==> config.mk <==
export PLATFORM = sky130hd
export DESIGN_NAME = api_frame_receiver
export DESIGN_NICKNAME = d
export VERILOG_FILES = /design/src/rtl/core/afr_pkg.sv /design/src/rtl/core/afr_frame_decoder.sv /design/src/rtl/core/api_frame_receiver.sv
export SDC_FILE = /design/constraint.sdc
export NUM_CORES = 1
export LEC_CHECK = 0
export BUFFER_PORTS_ARGS = -buffer_cell sky130_fd_sc_hd__buf_2
export CAP_MARGIN = 10
export CORE_ASPECT_RATIO = 0.9
export CORE_UTILIZATION = 54
export CTS_CLUSTER_SIZE = 10
export DETAILED_ROUTE_END_ITERATION = 6
export GPL_TIMING_DRIVEN = 0
export MAX_ROUTING_LAYER = met4
export PLACE_DENSITY_LB_ADDON = 0.08
export RECOVER_POWER = 50
export SYNTH_ARGS = -nofsm -noshare
export SYNTH_HDL_FRONTEND = slang
export SYNTH_SLANG_ARGS = --single-unit
==> constraint.sdc <==
create_clock -name clk -period 3.8 [get_ports clk]
set_clock_uncertainty 0.2 [all_clocks]
set_input_delay 0.76 -clock clk [delete_from_list [all_inputs] [get_ports clk]]
set_output_delay 0.76 -clock clk [all_outputs]
set_load 0.005 [all_outputs]
==> src/rtl/core/afr_pkg.sv <==
// Package for the API frame receiver: status codes, framing constants and the
// result record passed from the frame decoder to the top level.
// No dependencies.
`default_nettype none

package afr_pkg;

	typedef enum logic [1:0] {
		ST_OK       = 2'd0,
		ST_SUM      = 2'd1,
		ST_TYPE     = 2'd2,
		ST_OVERFLOW = 2'd3
	} status_t;

	localparam logic [7:0]  START_BYTE     = 8'h7E;
	localparam logic [7:0]  SUM_GOOD       = 8'hFF;
	localparam logic [7:0]  TYPE_RESET     = 8'h81;
	localparam logic [16:0] FRAME_OVERHEAD = 17'd4;
	localparam logic [15:0] SOURCE_RESET   = 16'hFFFF;

	localparam int POS_LEN_HI = 1;
	localparam int POS_LEN_LO = 2;
	localparam int POS_TYPE   = 3;
	localparam int POS_SRC_HI = 4;
	localparam int POS_SRC_LO = 5;
	localparam int POS_POWER  = 8;

	typedef struct packed {
		logic        valid;
		status_t     status;
		logic [15:0] source;
		logic [7:0]  power;
	} result_t;

endpackage

`default_nettype wire

==> src/rtl/core/afr_frame_decoder.sv <==
// Frame decoder: frame state, running sum, field captures and held fields.
// Produces at most one result per stepped byte. Depends on afr_pkg.
`default_nettype none

module afr_frame_decoder #(
	parameter int BUFFER_BYTES = 10
) (
	input  wire logic            clk,
	input  wire logic            arst_n,
	input  wire logic            step,
	input  wire logic [7:0]      rx_byte,
	input  wire logic [7:0]      accepted_type,
	output afr_pkg::result_t     res
);

	localparam int CW = $clog2(BUFFER_BYTES + 1);

	logic              in_frame_q;
	logic [CW-1:0]     count_q;
	logic [16:0]       total_q;
	logic [7:0]        sum_q;
	logic [7:0]        len_hi_q;
	logic [7:0]        cap_type_q;
	logic [15:0]       cap_src_q;
	logic [7:0]        cap_pwr_q;
	logic [15:0]       held_src_q;
	logic [7:0]        held_pwr_q;

	logic              in_frame_d;
	logic [CW-1:0]     count_d;
	logic [16:0]       total_d;
	logic [7:0]        sum_d;
	logic [7:0]        len_hi_d;
	logic [7:0]        cap_type_d;
	logic [15:0]       cap_src_d;
	logic [7:0]        cap_pwr_d;
	logic [15:0]       held_src_d;
	logic [7:0]        held_pwr_d;
	afr_pkg::result_t  res_d;

	always_comb begin
		in_frame_d = in_frame_q;
		count_d    = count_q;
		total_d    = total_q;
		sum_d      = sum_q;
		len_hi_d   = len_hi_q;
		cap_type_d = cap_type_q;
		cap_src_d  = cap_src_q;
		cap_pwr_d  = cap_pwr_q;
		held_src_d = held_src_q;
		held_pwr_d = held_pwr_q;
		res_d      = '{valid: 1'b0, status: afr_pkg::ST_OK,
			source: held_src_q, power: held_pwr_q};
		if (step) begin
			if (!in_frame_q) begin
				if (rx_byte == afr_pkg::START_BYTE) begin
					in_frame_d = 1'b1;
					count_d    = CW'(1);
					total_d    = '0;
					sum_d      = '0;
					len_hi_d   = '0;
					cap_type_d = '0;
					cap_src_d  = '0;
					cap_pwr_d  = '0;
				end
			end else if (count_q >= CW'(BUFFER_BYTES)) begin
				in_frame_d   = 1'b0;
				count_d      = '0;
				res_d.valid  = 1'b1;
				res_d.status = afr_pkg::ST_OVERFLOW;
			end else begin
				if (count_q == CW'(afr_pkg::POS_LEN_HI)) begin
					len_hi_d = rx_byte;
				end else if (count_q == CW'(afr_pkg::POS_LEN_LO)) begin
					total_d = afr_pkg::FRAME_OVERHEAD + {1'b0, len_hi_q, rx_byte};
				end else begin
					sum_d = sum_q + rx_byte;
					if (count_q == CW'(afr_pkg::POS_TYPE))
						cap_type_d = rx_byte;
					if (count_q == CW'(afr_pkg::POS_SRC_HI))
						cap_src_d[15:8] = rx_byte;
					if (count_q == CW'(afr_pkg::POS_SRC_LO))
						cap_src_d[7:0] = rx_byte;
					if (count_q == CW'(afr_pkg::POS_POWER))
						cap_pwr_d = rx_byte;
				end
				count_d = count_q + CW'(1);
				if (count_q >= CW'(afr_pkg::POS_TYPE)
						&& (17'(count_q) + 17'd1) == total_d) begin
					in_frame_d  = 1'b0;
					count_d     = '0;
					res_d.valid = 1'b1;
					priority if (sum_d != afr_pkg::SUM_GOOD) begin
						res_d.status = afr_pkg::ST_SUM;
					end else if (cap_type_d != accepted_type) begin
						res_d.status = afr_pkg::ST_TYPE;
					end else begin
						res_d.status = afr_pkg::ST_OK;
						held_src_d   = cap_src_d;
						held_pwr_d   = cap_pwr_d;
						res_d.source = cap_src_d;
						res_d.power  = cap_pwr_d;
					end
				end
			end
		end
	end

	always_ff @(posedge clk or negedge arst_n) begin
		if (!arst_n) begin
			in_frame_q <= 1'b0;
			count_q    <= '0;
			total_q    <= '0;
			sum_q      <= '0;
			len_hi_q   <= '0;
			cap_type_q <= '0;
			cap_src_q  <= '0;
			cap_pwr_q  <= '0;
			held_src_q <= afr_pkg::SOURCE_RESET;
			held_pwr_q <= '0;
		end else begin
			in_frame_q <= in_frame_d;
			count_q    <= count_d;
			total_q    <= total_d;
			sum_q      <= sum_d;
			len_hi_q   <= len_hi_d;
			cap_type_q <= cap_type_d;
			cap_src_q  <= cap_src_d;
			cap_pwr_q  <= cap_pwr_d;
			held_src_q <= held_src_d;
			held_pwr_q <= held_pwr_d;
		end
	end

	assign res = res_d;

	a_idle_count: assert property (@(posedge clk) disable iff (!arst_n)
		!in_frame_q |-> count_q == '0)
		else $error("count nonzero outside a frame");

	a_count_range: assert property (@(posedge clk) disable iff (!arst_n)
		in_frame_q |-> (count_q >= CW'(1) && count_q <= CW'(BUFFER_BYTES)))
		else $error("frame byte count out of range");

	a_result_ends_frame: assert property (@(posedge clk) disable iff (!arst_n)
		res.valid |=> !in_frame_q)
		else $error("frame still open after result");

	a_fail_keeps_held: assert property (@(posedge clk) disable iff (!arst_n)
		(res.valid && res.status != afr_pkg::ST_OK) |=>
			($stable(held_src_q) && $stable(held_pwr_q)))
		else $error("held fields changed by failed frame");

endmodule

`default_nettype wire

==> src/rtl/core/api_frame_receiver.sv <==
// API frame receiver top level: input register, frame decoder, result register
// and the accepted frame type register. Depends on afr_pkg, afr_frame_decoder.
//
// Usage:
//   s_tdata carries one received serial byte per item. m_tdata carries one
//   result per finished or discarded frame: a status code (ok, checksum
//   mismatch, unsupported frame type, overflow) with the held sender address
//   and power byte after any update by that frame. Bytes outside a frame
//   other than the start byte give no result.
//   cfg_we/cfg_wdata write the accepted frame type (reset 0x81); write it only
//   while no frame bytes are in flight.
//   A result appears on m_tvalid once the frame's last byte has been stepped
//   out of the input register (decode, then result register).
//   Throughput: one byte per cycle unless a result waits on a low m_tready,
//   set by the single decode step between the input and result registers.
//   Reset: no frame open, held address 0xFFFF, held power 0, both channels
//   empty.
//   Stall: when m_tready is low with a result waiting, one more byte is taken
//   if the input register is empty; s_tready then drops until the result is taken.
`default_nettype none

module api_frame_receiver #(
	parameter int BUFFER_BYTES = 10
) (
	input  wire logic        clk,
	input  wire logic        arst_n,
	input  wire logic        cfg_we,
	input  wire logic [7:0]  cfg_wdata,
	input  wire logic        s_tvalid,
	output logic             s_tready,
	input  wire logic [7:0]  s_tdata,   // [7:0] rx_byte
	output logic             m_tvalid,
	input  wire logic        m_tready,
	output logic [31:0]      m_tdata    // [1:0] frame_status, [17:2] source_address,
	                                    // [25:18] power_level, [31:26] zero
);

	logic              valid_s1;
	logic [7:0]        byte_s1;
	logic [7:0]        accepted_type_q;
	logic              out_valid_q;
	logic [1:0]        status_q;
	logic [15:0]       source_q;
	logic [7:0]        power_q;
	logic              advance;
	logic              step;
	afr_pkg::result_t  res;

	assign advance  = !out_valid_q || m_tready;
	assign s_tready = !valid_s1 || advance;
	assign step     = valid_s1 && advance;

	always_ff @(posedge clk or negedge arst_n) begin
		if (!arst_n) begin
			accepted_type_q <= afr_pkg::TYPE_RESET;
		end else if (cfg_we) begin
			accepted_type_q <= cfg_wdata;
		end
	end

	always_ff @(posedge clk or negedge arst_n) begin
		if (!arst_n) begin
			valid_s1 <= 1'b0;
		end else if (s_tready) begin
			valid_s1 <= s_tvalid;
		end
	end

	always_ff @(posedge clk) begin
		if (s_tready && s_tvalid) begin
			byte_s1 <= s_tdata;
		end
	end

	afr_frame_decoder #(
		.BUFFER_BYTES(BUFFER_BYTES)
	) u_decoder (
		.clk           (clk),
		.arst_n        (arst_n),
		.step          (step),
		.rx_byte       (byte_s1),
		.accepted_type (accepted_type_q),
		.res           (res)
	);

	always_ff @(posedge clk or negedge arst_n) begin
		if (!arst_n) begin
			out_valid_q <= 1'b0;
		end else if (advance) begin
			out_valid_q <= step && res.valid;
		end
	end

	always_ff @(posedge clk) begin
		if (step && res.valid) begin
			status_q <= res.status;
			source_q <= res.source;
			power_q  <= res.power;
		end
	end

	assign m_tvalid = out_valid_q;
	assign m_tdata  = {6'd0, power_q, source_q, status_q};

endmodule

`default_nettype wire

==> impl_metrics.csv <==
group,metric,value,unit
cells_and_area,multi_input_area,0.00312,mm^2
worst_setup_path,cp-end-kind,"flip-flop",
synthesis,synth.ff_latch_count,138,
cells_and_area,syn_to_final_growth,18.6,%
drt,first_pass_iters,5,
cells_and_area,nets,721,
status,status,"finished, violations left",
placement,io_buffers,48,
global_route,grt_pass1_wl,26100,um
floorplan,initial_core_util,0.566,
pwr,peakVddDrop,0.000432,V
timing,relSlewSlack,-0.847,
pwr,powerDensity,645,mW/mm^2
synthesis,synth.top_cell.area_share,0.310,
drt,post_drt_wl_per_cell,19.3,um
worst_setup_path,crit_type,"reg -> reg",
drt,drt-initial-drc-count,413,
placement,routabilityCongestion,0.927,
cells_and_area,regArea,0.00365,mm^2
cells_and_area,layout-drive-gt1-share,0.271,
clock_network,cts_tree,"built",
timing,clock.fmax,267,MHz
worst_setup_path,cp.required,3.77,ns
synthesis,ys_seq_area_frac,0.526,
synthesis,syn_avg_cell_area,11.6,um^2
drt,dr_total_vias,5058,
clock_network,clock_sinks,138,
timing,setup_viol,0,
floorplan,core,0.0123,mm^2
synthesis,synthArstFlopShare,0.754,
global_route,grt_pass1_vias,4865,
floorplan,io_pins,55,
synthesis,ys.flop_type,"dfrtp_1",
timing,final-hold-violation-count,0,
clock_network,cts_root_buffer,"clkbuf_16",
synthesis,syn-cell-area,0.00694,mm^2
global_route,grt_overflow,0,
clock_network,ctsLongestPathBuffers,2,
global_route,grt_max_degree,58,
status,violations,"max-capacitance violations, max-slew violations",
drt,ant_nets,0,
global_route,antenna_found_initial,0,
timing,fin_crit,3.74,ns
synthesis,synth-warning-count,0,
synthesis,syn_inst,598,
floorplan,die_y,110,um
timing,fin_hold_ws,0.285,ns
clock_network,clkLatencyLatePin,0.43,ns
clock_network,cts_buffers,17,
synthesis,post-synth-top-count-cell,"dfrtp_1",
clock_network,htreeDepth,4,
global_route,track_usage,0.276,
placement,hpwl,10900,um
synthesis,synthTopCellsByArea,"dfrtp_1 (31%), edfxtp_1 (15%), mux2_2 (8.3%)",
floorplan,fp.dieArea,0.0133,mm^2
pwr,p_leak,3.64,nW
drt,drt-total-wl,16600,um
worst_setup_path,cp-start-kind,"flip-flop",
timing,tightestPinTransition,2.77,ns
drt,via_per_inst,5.88,
cells_and_area,num_antenna_cells,0,
worst_setup_path,crit_fanout,10,
synthesis,ys_top_cells_by_count,"dfrtp_1 (86), nand2_1 (69), mux2_2 (51), a22o_1 (42), o21ai_0 (39)",
timing,fin_setup_tns,0,ns
run,maxCapViolations,1,
synthesis,yosysUniqueCellTypes,62,
synthesis,yosysTopAreaCell,"dfrtp_1",
drt,drc,0,
synthesis,synth_edf_count,34,
timing,slew_viol_final,48,
min_path,min_path_type,"reg -> reg",
timing,post-route-period-util,0.985,
floorplan,rows,38,
clock_network,clk_pin_slew,0.06,ns
floorplan,die_w,121,um
cells_and_area,fillCellCount,929,
worst_setup_path,critPathArrivalTime,3.71,ns
[final timing paths]
path,depth (start not counted),slack [ns],from,to
worst max-delay path,11,0.06,byte_s1[7]$_DFFE_PP_,source_q[11]$_DFFE_PP_
worst min-delay path,2,0.28,u_decoder.total_q[8]$_DFFE_PN0P_,u_decoder.total_q[8]$_DFFE_PN0P_
worst max register to register,11,0.06,byte_s1[7]$_DFFE_PP_,source_q[11]$_DFFE_PP_
worst min register to register,2,0.28,u_decoder.total_q[8]$_DFFE_PN0P_,u_decoder.total_q[8]$_DFFE_PN0P_
max in group asynchronous,1,0.81,arst_n,u_decoder.cap_src_q[12]$_DFFE_PN0P_
min in group asynchronous,1,1.01,arst_n,u_decoder.total_q[12]$_DFFE_PN0P_
[final cells by class]
class / count / share of cell area
flip-flops and latches: 138 / 0.443
multi-input cells: 412 / 0.379
clock buffers: 22 / 0.0590
repair buffers: 66 / 0.0471
plain buffers: 37 / 0.0246
well taps: 160 / 0.0243
clock inverters: 10 / 0.0141
inverters: 14 / 0.00760
repair inverters: 1 / 0.000912
[flip-flops by register name, summed over array words and instances (netlist names), 2 cells and up]
| signal | flops |
|---|---|
| power_q | 8 |
| u_decoder.total_q | 17 |
| u_decoder.held_src_q | 16 |
| status_q | 2 |
| byte_s1 | 8 |
| u_decoder.count_q | 4 |
| accepted_type_q | 8 |
| u_decoder.cap_src_q | 16 |
| source_q | 16 |
| u_decoder.sum_q | 8 |
| u_decoder.cap_type_q | 8 |
| u_decoder.cap_pwr_q | 8 |
| u_decoder.len_hi_q | 8 |
| u_decoder.held_pwr_q | 8 |
[worst max-delay path: stages, from the launching register on]
cell      delay (ns)
edfxtp_1        0.31
clkbuf_1        0.41
nand3_1         0.31
o31ai_1         0.33
a31oi_1         0.16
nor4_1          0.33
nand4_1         0.21
nor4_4          0.36
nand4_2         0.20
buf_8           0.18
buf_6           0.15
mux2_1          0.32
[logic make-up after synthesis]
| kind of cell | after synthesis | synth area share |
|---|---|---|
| DFF | 138 | 0.526 |
| AOI/OAI and AO/OA | 130 | 0.134 |
| adders and majority gates | 13 | 0.0245 |
| other | 1 | 0.000541 |
| muxes | 78 | 0.133 |
| buffers and inverters | 53 | 0.0350 |
| xor gates and xnor gates | 25 | 0.0355 |
| and+or+nand+nor | 160 | 0.112 |
[placed cells by master, fill, tap and decap left out, types with 24 or more instances in the layout]
| cell type | n |
|---|---|
| nor2_1 | 25 |
| nand2_1 | 69 |
| clkbuf_1 | 40 |
| edfxtp_1 | 34 |
| o21ai_0 | 38 |
| buf_4 | 24 |
| buf_2 | 33 |
| dfrtp_1 | 85 |
| mux2_2 | 51 |
| a22o_1 | 42 |
[power breakdown]
group | switching [mW] | total, mW | leakage, nW | internal, mW
Sequential | 0.216 | 1.99 | 1.69 | 1.77
Combinational | 0.937 | 1.65 | 1.66 | 0.708
Clock | 0.636 | 1.68 | 0.292 | 1.04
[routing by layer]
metal | track usage | up-vias | wire length, um
li1 | - | 2370 | -
met1 | 0.376 | 2489 | 7710
met2 | 0.409 | 165 | 7610
met3 | 0.0581 | 34 | 878
met4 | 0.101 | 0 | 391
met5 | - | - | 0
[metrics by stage]
stage               utilization  power [mW]  setup WS [ns]  instances  area [um^2]
detailed placement        0.605        3.50          -1.06        812         7430
global placement          0.603        3.45         -0.912        811         7400
finish                    0.671        5.31         0.0570        860         8230
CTS                       0.661        5.23         0.0179        849         8110
global route              0.671        5.59        -0.0172        860         8230
floorplan                     -        3.09         0.0947        603         6960
[what timing repair did]
item	in CTS	in global routing
pin swaps	2	2
buffers inserted	5	12
cloned	1	0
setup endpoints to repair	79	71
hold buffers	0	0
gates resized for setup	17	11
hold endpoints to repair	0	0
No activity file was read; power rests on OpenSTA's default activity.
